--- src/rtl/swmf_pkg.sv ---
// ----------------------------------------------------------------------------
// Square window morphology filter: shared definitions
// Sizes, item types, register indexes and the max/min helper.
// ----------------------------------------------------------------------------
package swmf_pkg;

    localparam int MAX_WIDTH  = 1024;
    localparam int MAX_HEIGHT = 1024;
    localparam int MAX_RADIUS = 3;

    localparam int NSLOT   = 2 * MAX_RADIUS;
    localparam int WIN     = 2 * MAX_RADIUS + 1;
    localparam int COL_W   = $clog2(MAX_WIDTH);
    localparam int SLOT_W  = $clog2(NSLOT);
    localparam int SPAN_W  = $clog2(NSLOT + 1);
    localparam int DIM_W   = 11;
    localparam int CNT_W   = DIM_W + 1;
    localparam int WORD_W  = NSLOT * 8;
    localparam int POS_W   = $clog2(MAX_WIDTH * MAX_HEIGHT + MAX_RADIUS * MAX_WIDTH
                                    + MAX_RADIUS + 1);

    localparam logic [1:0] CFG_MODE   = 2'd0;
    localparam logic [1:0] CFG_WIDTH  = 2'd1;
    localparam logic [1:0] CFG_HEIGHT = 2'd2;
    localparam logic [1:0] CFG_RADIUS = 2'd3;

    typedef struct packed {
        logic [7:0] pixel_in;
        logic       drain;
    } pix_in_t;

    typedef struct packed {
        logic [7:0] pixel_out;
        logic       frame_last;
    } pix_out_t;

    typedef struct packed {
        logic              erode;
        logic [CNT_W-1:0]  w;
        logic [CNT_W-1:0]  h;
        logic [SPAN_W-1:0] r;
        logic [SPAN_W-1:0] span;
    } eff_t;

    typedef struct packed {
        logic [7:0]        pixel;
        logic              use_pixel;
        logic              wr;
        logic [COL_W-1:0]  addr;
        logic [SLOT_W-1:0] slot;
        logic [NSLOT-1:0]  smask;
        logic [WIN-1:0]    hmask;
        logic              emit;
        logic              last;
    } item_ctl_t;

    typedef struct packed {
        logic           valid;
        logic           emit;
        logic           last;
        logic [WIN-1:0] hmask;
    } c_info_t;

    function automatic logic [7:0] pick(input logic erode, input logic [7:0] a,
                                        input logic [7:0] b);
        if (erode)
            return (a < b) ? a : b;
        return (a > b) ? a : b;
    endfunction

endpackage

--- src/rtl/swmf_scan.sv ---
// ----------------------------------------------------------------------------
// Scan position tracker
// Keeps input and output raster positions and decides, per item, which line
// slots and window columns take part and whether a result is due.
// ----------------------------------------------------------------------------
module swmf_scan
    import swmf_pkg::*;
(
    input  logic      clk,
    input  logic      rst_n,
    input  eff_t      eff,
    input  logic      restart,
    input  logic      accept,
    input  pix_in_t   pix,
    output logic      take,
    output item_ctl_t ctl
);

    logic [CNT_W-1:0]  in_row_reg, in_row_next;
    logic [CNT_W-1:0]  in_col_reg, in_col_next;
    logic [CNT_W-1:0]  out_row_reg, out_row_next;
    logic [CNT_W-1:0]  out_col_reg, out_col_next;
    logic [SLOT_W-1:0] slot_reg, slot_next;
    logic [POS_W-1:0]  pos_reg, pos_next;
    logic [POS_W-1:0]  delay;
    logic              pixel_phase;

    assign pixel_phase = in_row_reg < eff.h;
    assign take        = !(pix.drain && pixel_phase);
    assign delay       = POS_W'(eff.r) * POS_W'(eff.w) + POS_W'(eff.r);

    always_comb
    begin
        logic [CNT_W-1:0] t;
        logic [CNT_W:0]   hc;
        ctl           = '0;
        ctl.pixel     = pix.pixel_in;
        ctl.use_pixel = pixel_phase;
        ctl.wr        = pixel_phase && (eff.span != '0);
        ctl.addr      = in_col_reg[COL_W-1:0];
        ctl.slot      = slot_reg;
        ctl.emit      = pos_reg >= delay;
        ctl.last      = ctl.emit && (out_row_reg + 1'b1 >= eff.h)
                        && (out_col_reg + 1'b1 >= eff.w);
        // Slot s holds the row t lines above the current one.
        for (int s = 0; s < NSLOT; s++)
        begin
            if (CNT_W'(slot_reg) > CNT_W'(s))
                t = CNT_W'(slot_reg) - CNT_W'(s);
            else
                t = CNT_W'(slot_reg) + CNT_W'(eff.span) - CNT_W'(s);
            ctl.smask[s] = (CNT_W'(s) < CNT_W'(eff.span)) && (t <= in_row_reg)
                           && ((in_row_reg - t) < eff.h);
        end
        hc = (CNT_W + 1)'(out_col_reg) + (CNT_W + 1)'(eff.r);
        for (int a = 0; a < WIN; a++)
        begin
            ctl.hmask[a] = (SPAN_W'(a) <= eff.span) && (hc >= (CNT_W + 1)'(a))
                           && ((hc - (CNT_W + 1)'(a)) < (CNT_W + 1)'(eff.w));
        end
    end

    always_comb
    begin
        in_row_next  = in_row_reg;
        in_col_next  = in_col_reg;
        out_row_next = out_row_reg;
        out_col_next = out_col_reg;
        slot_next    = slot_reg;
        pos_next     = pos_reg;
        if (restart)
        begin
            in_row_next  = '0;
            in_col_next  = '0;
            out_row_next = '0;
            out_col_next = '0;
            slot_next    = '0;
            pos_next     = '0;
        end
        else if (accept && take)
        begin
            pos_next = pos_reg + 1'b1;
            if (in_col_reg + 1'b1 >= eff.w)
            begin
                in_col_next = '0;
                in_row_next = in_row_reg + 1'b1;
                if (SPAN_W'(slot_reg) + 1'b1 >= eff.span)
                    slot_next = '0;
                else
                    slot_next = slot_reg + 1'b1;
            end
            else
            begin
                in_col_next = in_col_reg + 1'b1;
            end
            if (ctl.last)
            begin
                in_row_next  = '0;
                in_col_next  = '0;
                out_row_next = '0;
                out_col_next = '0;
                slot_next    = '0;
                pos_next     = '0;
            end
            else if (ctl.emit)
            begin
                if (out_col_reg + 1'b1 >= eff.w)
                begin
                    out_col_next = '0;
                    out_row_next = out_row_reg + 1'b1;
                end
                else
                begin
                    out_col_next = out_col_reg + 1'b1;
                end
            end
        end
    end

    always_ff @(posedge clk or negedge rst_n)
    begin
        if (!rst_n)
        begin
            in_row_reg  <= '0;
            in_col_reg  <= '0;
            out_row_reg <= '0;
            out_col_reg <= '0;
            slot_reg    <= '0;
            pos_reg     <= '0;
        end
        else
        begin
            in_row_reg  <= in_row_next;
            in_col_reg  <= in_col_next;
            out_row_reg <= out_row_next;
            out_col_reg <= out_col_next;
            slot_reg    <= slot_next;
            pos_reg     <= pos_next;
        end
    end

    // The input column never runs past the row end.
    a_col_in_row: assert property (@(posedge clk) disable iff (!rst_n)
        in_col_reg < eff.w)
        else $error("input column beyond row width");

    // The last result of a frame returns the scan to the origin.
    a_frame_restart: assert property (@(posedge clk) disable iff (!rst_n)
        accept && take && ctl.last && !restart |=> (pos_reg == '0) && (in_row_reg == '0))
        else $error("scan did not restart after last result");

endmodule

--- config.mk ---
export PLATFORM = sky130hd
export DESIGN_NAME = swmf_scan
export DESIGN_NICKNAME = d
export VERILOG_FILES = /design/src/rtl/swmf_pkg.sv /design/src/rtl/swmf_scan.sv
export SDC_FILE = /design/constraint.sdc
export NUM_CORES = 1
export LEC_CHECK = 0
export ABC_CLOCK_PERIOD_IN_PS = 6800
export BUFFER_PORTS_ARGS = -buffer_cell sky130_fd_sc_hd__buf_2
export CAP_MARGIN = 10
export CORE_MARGIN = 2
export CORE_UTILIZATION = 40
export CTS_BUF_LIST = sky130_fd_sc_hd__clkbuf_4 sky130_fd_sc_hd__clkbuf_8
export DETAILED_ROUTE_END_ITERATION = 8
export REMOVE_ABC_BUFFERS = 1
export SETUP_SLACK_MARGIN = 0.1
export SLEW_MARGIN = 20
export SYNTH_ARGS = -nofsm -noshare
export SYNTH_HDL_FRONTEND = slang
export SYNTH_SLANG_ARGS = --single-unit
--- constraint.sdc ---
create_clock -name clk -period 6.8 [get_ports clk]
set_clock_uncertainty 0.15 [all_clocks]
set_input_delay 1.02 -clock clk [delete_from_list [all_inputs] [get_ports clk]]
set_output_delay 1.02 -clock clk [all_outputs]
set_load 0.05 [all_outputs]
==> impl_metrics.tcl, run 1 <==
set metrics [dict create \
    fin_util 0.4690 \
    design.core.area_um2 36430 \
    dieArea_um2 38390 \
    drive_gt1_frac 0.1572 \
    vdd_drop_max_v 0.0001120 \
    internal_power_uw 2269 \
    wire_per_inst_um 17.75 \
    seq_area_um2 1802 \
    clock.fmax_mhz 151.8 \
    track_usage 0.2274 \
    cts.clk_slew.worst_paths_ps 80 \
    port_buffers 65 \
    power_uw 4225 \
    p_seq_frac 0.111 \
    avgSynthCellArea_um2 7.973 \
    setup_viol 0 \
    grt_max_degree 73 \
    grt_pass1_wl_um 70390 \
    r2r_setup_slack_ps 1950 \
    leakage_uw 0.008337 \
    io_pins 83 \
    vias_per_cell 5.662 \
    synth-edff-count 0 \
    place_inst 2447 \
    clk_latency_ps 370 \
    largest_reg_flops 21 \
    ys_warn_count 0 \
    clkPwrFrac 0.094 \
    cts_buffers 9 \
    n_antenna_cell 0 \
    status "complete, no violations" \
    first_pass_iters 5 \
    drt-initial-drc-count 625 \
    cts_sinks 72 \
    grt_remaining_overflow 0 \
    whs_path_depth 1 \
    nFillCells 3580 \
    area_growth_pct 15.98 \
    hold_viol_final 0 \
    tritoncts "yes" \
    worstPathRequired_ps 5630 \
    synth.distinct_cells 76 \
    rr_worst_depth 15 \
    maxSlewHeadroom 0.1116 \
    yosysSeqAreaShare 0.1223 \
    cap_violations 0 \
    die_x_um 195.9 \
    nNetsFinal 2405 \
    htreeDepth 3 \
    netSwitchingFraction 0.4629 \
    ys.flop_type "dfrtp_1" \
    placed_area_um2 16310 \
    min_period_ps 6586 \
    synth_area_um2 14730 \
    synth_area_leader_cell "ha_1" \
    place_congestion 0.9345 \
    ant_nets 0 \
    p_sw_uw 1956 \
    r2r_start "out_col_reg[3]$_DFFE_PN0P_" \
    grt_antenna_before_repair 0 \
    worstSetupEndpointType "output pin" \
    finalCritPeriodShare 0.9685 \
    synth_seq_cells 72 \
    clk_path_buf_depth 2 \
    synth_area_leaders "ha_1, dfrtp_1, xnor2_1" \
    root_buffer "clkbuf_8" \
    fp-row-count 70 \
    rsz0062_at_grt "yes" \
    routed_wl_um 43880 \
    synth_top_area_frac 0.2904 \
    multiInputGateArea_um2 12600 \
    start_util 0.4044 \
    holdPathEnd "pos_reg[16]$_DFFE_PN0P_" \
    hold_start "pos_reg[16]$_DFFE_PN0P_" \
    arrival_ps 5420 \
    worst-slew-pin-transition_ps 1322 \
    combPwrFrac 0.795 \
    fin_cells 2472 \
    worstPathMaxFanout 2 \
    postSynthCellCount 1848 \
    hp-class "register to register" \
    power_density_nw_per_um2 247.2 \
    die_h_um 195.9 \
    grt_pass1_vias 13780 \
    drc 0 \
    crit_path_start_kind "input pin" \
    hpwlAfterDp_um 34040 \
    crit_start "eff[5]" \
    synth-async-reset-ratio 1.000 \
    finalMaxSlewViolations 0 \
    reg2reg_to "out_row_reg[2]$_DFFE_PN0P_" \
    crit_type "input pin to output pin" \
    stdcell_area_um2 17090 \
    num_vias 14000 \
]
## worst max-delay path: stages
cell	delay (ps)
buf_2	90
nand2_1	70
fa_1	550
inv_1	60
fa_1	500
fa_2	380
a21oi_2	140
o21bai_1	120
a21oi_2	190
o21ai_2	80
a41oi_2	250
a21oi_2	110
buf_4	150
xnor2_1	110
ha_1	280
and3_4	180
o2111ai_1	120
a21o_1	190
o211a_4	240
or3_4	350
inv_4	70
buf_8	140
## logic make-up (layout without fill, tap and decap cells)
logic type / Yosys count / in the layout / share of synthesized area
and+or+nand+nor: 578 / 578 / 0.1947
AOI/OAI and AO/OA: 482 / 482 / 0.2071
adders and majority gates: 362 / 362 / 0.3176
buffers and inverters: 178 / 334 / 0.05171
xor gates and xnor gates: 165 / 165 / 0.09859
DFF: 72 / 72 / 0.1223
muxes: 11 / 11 / 0.007982
## power by group through the flow
| stage | Combinational [uW] | Sequential (uW) | Clock (uW) |
|---|---|---|---|
| 2_1_floorplan | 2120 | 494 | 0 |
| 3_3_place_gp | 2960 | 474 | 0 |
| 3_5_place_dp | 3040 | 475 | 0 |
| 4_1_cts | 3120 | 466 | 411 |
| 5_1_grt | 3810 | 471 | 428 |
| 6_report | 3360 | 469 | 399 |
## routing by layer
metal | share of wire | up-vias | GRT usage | wire, um
met5 | 0 | - | 0 | 0
met1 | 0.45 | 6628 | 0.2931 | 19590
met2 | 0.48 | 327 | 0.4009 | 21110
met3 | 0.047 | 68 | 0.02802 | 2071
met4 | 0.025 | 0 | 0.06004 | 1107
li1 | - | 6973 | - | -
## synthesized netlist by cell type, types with 5 or more instances
cell type / number
a2111oi_0: 8
a211o_1: 5
a211oi_1: 22
a21boi_0: 18
a21o_1: 30
a21oi_1: 122
a22o_1: 7
a31oi_1: 14
and2_1: 36
and3_1: 25
buf_2: 9
buf_4: 19
clkbuf_1: 29
dfrtp_1: 72
fa_1: 20
ha_1: 342
inv_1: 111
mux2_2: 6
mux2i_1: 5
nand2_1: 166
nand2b_1: 22
nand3_1: 58
nand4_1: 25
nor2_1: 112
nor2b_1: 36
nor3_1: 42
nor4_1: 8
o2111ai_1: 10
o211ai_1: 8
o21a_1: 22
o21ai_0: 148
o21bai_1: 7
o31ai_1: 20
or2_2: 6
or3_1: 11
or4_1: 12
xnor2_1: 120
xor2_1: 44
## how the worst max path moves through the flow
stage	endpoint	slack, ps	cells after the start
2_1_floorplan	ctl[10]	-1720	22
3_3_place_gp	ctl[10]	-430	25
3_5_place_dp	ctl[10]	-430	25
4_1_cts	ctl[10]	60	25
5_1_grt	ctl[14]	60	26
6_report	ctl[0]	210	22
## area by class of cell
cell class,instances,share of cell area
Multi-Input combinational cell,1598,0.7372
Sequential cell,72,0.1054
Clock buffer,11,0.008493
Inverter,119,0.02628
Timing Repair Buffer,199,0.08376
Clock inverter,5,0.004613
Tap cell,468,0.03427
## per-stage QoR
step / setup slack (ps) / hold slack (ps) / setup TNS, ps
4_1_cts: 58.04 / 361.2 / 0
2_1_floorplan: -1723 / 310.4 / -4682
5_1_grt: 59.55 / 375.6 / 0
6_report: 214.1 / 364.7 / 0
3_5_place_dp: -428.3 / 351.2 / -1513
3_3_place_gp: -433.7 / 331.5 / -762.4
## placed cells by master, fill, tap and decap left out, types with 58 or more instances in the layout
cell type,n
nand2_1,165
dfrtp_1,72
a21oi_1,104
nor2_1,112
buf_4,131
inv_1,109
nand3_1,58
xnor2_1,117
o21ai_0,125
ha_1,332
## what timing repair did
item,4_1_cts,5_1_grt
setup endpoints to repair,7,11
pin swaps,8,38
buffers inserted,2,6
hold buffers,0,0
gates resized for setup,35,96
(Power assumes the default switching activity.)
==> inputs of run 2 (changes only) <==
--- a/config.mk
+++ b/config.mk
@@ -8,7 +8,8 @@
 export ABC_CLOCK_PERIOD_IN_PS = 6800
 export BUFFER_PORTS_ARGS = -buffer_cell sky130_fd_sc_hd__buf_2
 export CAP_MARGIN = 10
-export CORE_MARGIN = 2
+export CORE_ASPECT_RATIO = 0.75
+export CORE_MARGIN = 10
 export CORE_UTILIZATION = 40
 export CTS_BUF_LIST = sky130_fd_sc_hd__clkbuf_4 sky130_fd_sc_hd__clkbuf_8
 export DETAILED_ROUTE_END_ITERATION = 8
==> run 2 against run 1 <==
Compared with the run above: sequential cell count did not move; hold slack improved by 5.8 ps; worst setup slack improved by 28 ps; register-to-register slack improved by 20 ps; die area rose by 17%; sequential share of layout area barely moved; final cell count rose by 0.89%; sequential power fell by 1%; global-route usage fell by 3.0 points; cell area fell by 0.37%; clock power barely moved; critical path type unchanged.
==> impl_metrics.tcl, run 2 (synthesis gave the netlist of run 1 again) <==
set metrics [dict create \
    status "complete, no violations" \
    cp_cell_sequence "buf_2, ha_2, fa_2, xor2_2, inv_2, buf_4, ha_1, nand2_1, or2_2, ha_1, a21boi_2, o21ai_2, a21oi_2, o31a_1, or4_1, nand3_1, ha_1, nor2b_1, o21ai_0, nand4b_1, a211oi_2, buf_6" \
    cp_num_cells 22 \
    clkPwrFrac 0.098 \
    arrival_ps 5390 \
    drt-initial-drc-count 1023 \
    power_density_nw_per_um2 240.7 \
    fp-row-count 60 \
    seq_area_um2 1802 \
    hpwlAfterDp_um 35780 \
    clock.fmax_mhz 152.5 \
    crit_path_start_kind "input pin" \
    first_pass_iters 5 \
    vdd_drop_max_v 0.0001726 \
    cts_sinks 72 \
    hold_buffers 0 \
    clk_path_buf_depth 2 \
    nNetsFinal 2399 \
    die_x_um 241.6 \
    stdcell_area_um2 17030 \
    area_growth_pct 15.56 \
    grt_max_degree 73 \
    num_vias 14120 \
    grt_pass1_wl_um 72280 \
    setup_tns_ps 0 \
    leakage_uw 0.008312 \
    grt_remaining_overflow 0 \
    io_pins 83 \
    maxSlewHeadroom 0.2930 \
    design.core.area_um2 36110 \
    cts_buffers 9 \
    cpMostUsedCell "ha_1" \
    mostFrequentLayoutCells "ha_1, nand2_1, o21ai_0, buf_4, xnor2_1" \
    cp_slowest_cell "or4_1" \
    vias_per_cell 5.663 \
    n_antenna_cell 0 \
    worstSetupEndpointType "output pin" \
    grt_pass1_vias 13530 \
    cts.clk_slew.worst_paths_ps 90 \
    worstPathRequired_ps 5630 \
    largest_reg_flops 21 \
    worstPathMaxFanout 5 \
    endpoint "ctl[12]" \
    grt_antenna_before_repair 0 \
    routed_wl_um 45660 \
    port_buffers 65 \
    crit_start "eff[0]" \
    r2r_setup_slack_ps 1970 \
    finalCritPeriodShare 0.9644 \
    rsz0062_at_grt "yes" \
    combPwrFrac 0.789 \
    clk_latency_ps 380 \
    layout_commonest_cell "ha_1" \
    netSwitchingFraction 0.4703 \
    track_usage 0.1972 \
    min_period_ps 6558 \
    crit_type "input pin to output pin" \
    nFillCells 3546 \
    multiInputGateArea_um2 12520 \
    ant_nets 0 \
    r2r_start "out_col_reg[3]$_DFFE_PN0P_" \
    hold_viol_final 0 \
    dieArea_um2 44990 \
    slowest_delay_ps 410 \
    cap_violations 0 \
    drc 0 \
    setup_viol 0 \
    worst-slew-pin-transition_ps 1052 \
    rr_worst_depth 15 \
    cp_top_family "adder cells" \
    p_seq_frac 0.113 \
    drive_gt1_frac 0.1547 \
    die_h_um 186.2 \
    placed_area_um2 16350 \
    start_util 0.4080 \
    htreeDepth 3 \
    p_sw_uw 1928 \
    internal_power_uw 2171 \
    tritoncts "yes" \
    hp-class "input pin to asynchronous set/reset pin" \
    place_congestion 0.9250 \
    finalMaxSlewViolations 0 \
    wire_per_inst_um 18.31 \
    worst-path-buf-inv 4 \
    reg2reg_to "out_row_reg[2]$_DFFE_PN0P_" \
    root_buffer "clkbuf_8" \
]
run 2: metrics by stage:
step                      power, uW  hold WS, ps  setup slack (ps)  std cells  utilization
final                          4099        370.5             241.8       2494       0.4715
after global routing           4549        366.9             42.54       2494       0.4715
after CTS                      3931        379.0             19.62       2488       0.4612
after detailed placement       3472        343.7            -282.2       2472       0.4527
after global placement         3398        338.0            -217.4       2472       0.4527
after floorplan                2611        310.4             -1723       1789            -
run 2: routing by layer:
layer	global-route usage	up-vias	part of all wire
li1	-	6972	-
met1	0.2910	6731	0.51
met2	0.3018	382	0.42
met3	0.02623	39	0.058
met4	0.03409	0	0.012
met5	0	-	0
run 2: layout make-up:
cell class                 count  area share
clock buffer                  10    0.008083
sequential                    72      0.1058
tap                          496     0.03645
timing repair buffer         193     0.08230
inverter                     119     0.02653
clock inverter                 6    0.005291
multi-input combinational   1598      0.7355
run 2: worst min path at each step:
stage               slack, ps                          to  depth (start not counted)
detailed placement        340  in_col_reg[11]$_DFFE_PN0P_                          2
global route              370   in_col_reg[8]$_DFFE_PN0P_                          1
finish                    370   in_col_reg[8]$_DFFE_PN0P_                          1
floorplan                 310     pos_reg[16]$_DFFE_PN0P_                          1
global placement          340  in_col_reg[11]$_DFFE_PN0P_                          2
CTS                       380  in_col_reg[11]$_DFFE_PN0P_                          2
run 2: repair_timing:
item | in CTS | in global routing
setup endpoints to repair | 7 | 20
pin swaps | 8 | 39
gates resized for setup | 35 | 90
hold endpoints to repair | 0 | 0
setup buffers | 0 | 5
run 2: power by group through the flow:
stage | Combinational [uW] | Sequential, uW | Clock, uW
6_report | 3230 | 464 | 401
5_1_grt | 3660 | 466 | 425
4_1_cts | 3060 | 463 | 408
3_5_place_dp | 3000 | 471 | 0
3_3_place_gp | 2930 | 471 | 0
2_1_floorplan | 2120 | 494 | 0
==> inputs of run 3 (changes only) <==
--- a/config.mk
+++ b/config.mk
@@ -5,7 +5,7 @@
 export SDC_FILE = /design/constraint.sdc
 export NUM_CORES = 1
 export LEC_CHECK = 0
-export ABC_CLOCK_PERIOD_IN_PS = 6800
+export ABC_CLOCK_PERIOD_IN_PS = 7200
 export BUFFER_PORTS_ARGS = -buffer_cell sky130_fd_sc_hd__buf_2
 export CAP_MARGIN = 10
 export CORE_ASPECT_RATIO = 0.75
==> constraint.sdc (replaced) <==
create_clock -name clk -period 7.2 [get_ports clk]
set_clock_uncertainty 0.15 [all_clocks]
set_input_delay 1.08 -clock clk [delete_from_list [all_inputs] [get_ports clk]]
set_output_delay 1.08 -clock clk [all_outputs]
set_load 0.05 [all_outputs]
==> run 3 against run 2 <==
Compared with the run above: sequential cell count did not move; worst setup slack improved by 81 ps; global-route usage fell by 0.22 points; critical path type unchanged; critical endpoint is now ctl[10].
==> impl_metrics.tcl, run 3 (synthesis gave the netlist of run 1 again) <==
set metrics [dict create \
    start_util 0.4080 \
    rr_worst_depth 15 \
    seq_area_um2 1802 \
    stdcell_area_um2 16230 \
    setup_viol 0 \
    cp_slowest_cell "fa_2" \
    hpwlAfterDp_um 35230 \
    n_antenna_cell 0 \
    p_sw_uw 1751 \
    crit_type "input pin to output pin" \
    cpMostUsedCell "ha_1" \
    finalMaxSlewViolations 0 \
    grt_antenna_before_repair 1 \
    drt-initial-drc-count 947 \
    nFillCells 3634 \
    cp_cell_sequence "buf_2, ha_1, fa_2, inv_1, ha_1, xnor2_1, a21oi_1, ha_1, nor2b_1, o21ai_1, a21boi_2, o21ai_2, a21oi_2, a21o_1, a21oi_1, xnor2_1, ha_1, o2111ai_1, a21oi_1, o31a_1, a2111oi_4, buf_4" \
    slowest_delay_ps 610 \
    num_vias 13800 \
    cp_num_cells 22 \
    clk_path_buf_depth 2 \
    layout_commonest_cell "ha_1" \
    io_pins 83 \
    grt_pass1_wl_um 72200 \
    hold_buffers 0 \
    rsz0062_at_grt "no" \
    leakage_uw 0.007916 \
    finalCritPeriodShare 0.9551 \
    hp-class "register to register" \
    vdd_drop_max_v 0.0001284 \
    drive_gt1_frac 0.1050 \
    power_uw 3515 \
    maxSlewHeadroom 0.3439 \
    grt_remaining_overflow 0 \
    worstPathMaxFanout 5 \
    min_period_ps 6877 \
    htreeDepth 3 \
    combPwrFrac 0.786 \
    dieArea_um2 44990 \
    cp_top_family "compound AO/OA/AOI/OAI gates" \
    root_buffer "clkbuf_8" \
    design.core.area_um2 36110 \
    clk_latency_ps 380 \
    placed_area_um2 15880 \
    power_density_nw_per_um2 216.6 \
    clock.fmax_mhz 145.4 \
    whs_path_depth 1 \
    port_buffers 65 \
    grt_max_degree 73 \
    ant_nets 0 \
    worst-path-buf-inv 3 \
    hold_viol_final 0 \
    clkPwrFrac 0.088 \
    drc 0 \
    cts_sinks 72 \
    die_h_um 186.2 \
    routed_wl_um 44670 \
    worstPathRequired_ps 5970 \
    cts_buffers 9 \
    first_pass_iters 5 \
    mostFrequentLayoutCells "ha_1, nand2_1, o21ai_0" \
    tritoncts "yes" \
    place_inst 2414 \
    area_growth_pct 10.15 \
    status "complete, no violations" \
    worst-slew-pin-transition_ps 976.6 \
    cts.clk_slew.worst_paths_ps 80 \
    internal_power_uw 1764 \
    crit_path_start_kind "input pin" \
    fp-row-count 60 \
    place_congestion 0.9358 \
    p_seq_frac 0.126 \
    track_usage 0.1950 \
    vias_per_cell 5.679 \
    wire_per_inst_um 18.38 \
    arrival_ps 5650 \
    nNetsFinal 2336 \
    largest_reg_flops 21 \
    grt_pass1_vias 13640 \
    cap_violations 0 \
    netSwitchingFraction 0.4982 \
    worstSetupEndpointType "output pin" \
    die_x_um 241.6 \
    fin_cells 2430 \
    multiInputGateArea_um2 12330 \
]
[run 3: worst paths after layout]
kind                                         endpoint  slack (ps)                  startpoint
setup / recovery                              ctl[10]         320                      eff[0]
hold / removal                pos_reg[16]$_DFFE_PN0P_         370     pos_reg[16]$_DFFE_PN0P_
setup reg to reg           out_row_reg[2]$_DFFE_PN0P_        2450  out_col_reg[3]$_DFFE_PN0P_
hold reg to reg               pos_reg[16]$_DFFE_PN0P_         370     pos_reg[16]$_DFFE_PN0P_
max in group asynchronous   in_col_reg[7]$_DFFE_PN0P_        5830                       rst_n
min in group asynchronous     pos_reg[14]$_DFFE_PN0P_         590                       rst_n
[run 3: power groups by stage]
stage | Sequential (uW) | Combinational, uW | Clock (uW)
3_5_place_dp | 452 | 2650 | 0
3_3_place_gp | 452 | 2590 | 0
5_1_grt | 447 | 3170 | 327
4_1_cts | 444 | 2680 | 314
2_1_floorplan | 467 | 2000 | 0
6_report | 444 | 2760 | 308
[run 3: layer usage]
layer / GRT usage / part of all wire
met5: 0 / 0.00016
met4: 0.03662 / 0.0097
met3: 0.02366 / 0.059
met2: 0.3078 / 0.42
met1: 0.2809 / 0.51
[run 3: metrics by stage]
step	hold slack (ps)	setup WS, ps	utilization	setup TNS, ps
6_report	368.4	323.0	0.4494	0
2_1_floorplan	310.4	-1443	-	-2821
4_1_cts	365.0	116.6	0.4450	0
3_3_place_gp	336.2	11.30	0.4398	0
5_1_grt	408.4	94.66	0.4494	0
3_5_place_dp	346.1	-35.10	0.4398	-52.59
[run 3: cell type report]
type                            instances  area share
Clock inverter                          6    0.002698
Clock buffer                            9    0.007632
Tap cell                              496     0.03824
Multi-Input combinational cell       1598      0.7598
Inverter                              119     0.02768
Timing Repair Buffer                  130     0.05289
Sequential cell                        72      0.1110
[run 3: repair_timing]
item	in CTS	in global routing
endpoints found under the setup margin	3	19
pin swaps	1	10
resized for setup	7	53
endpoints found under the hold margin	0	0
setup buffers	0	1
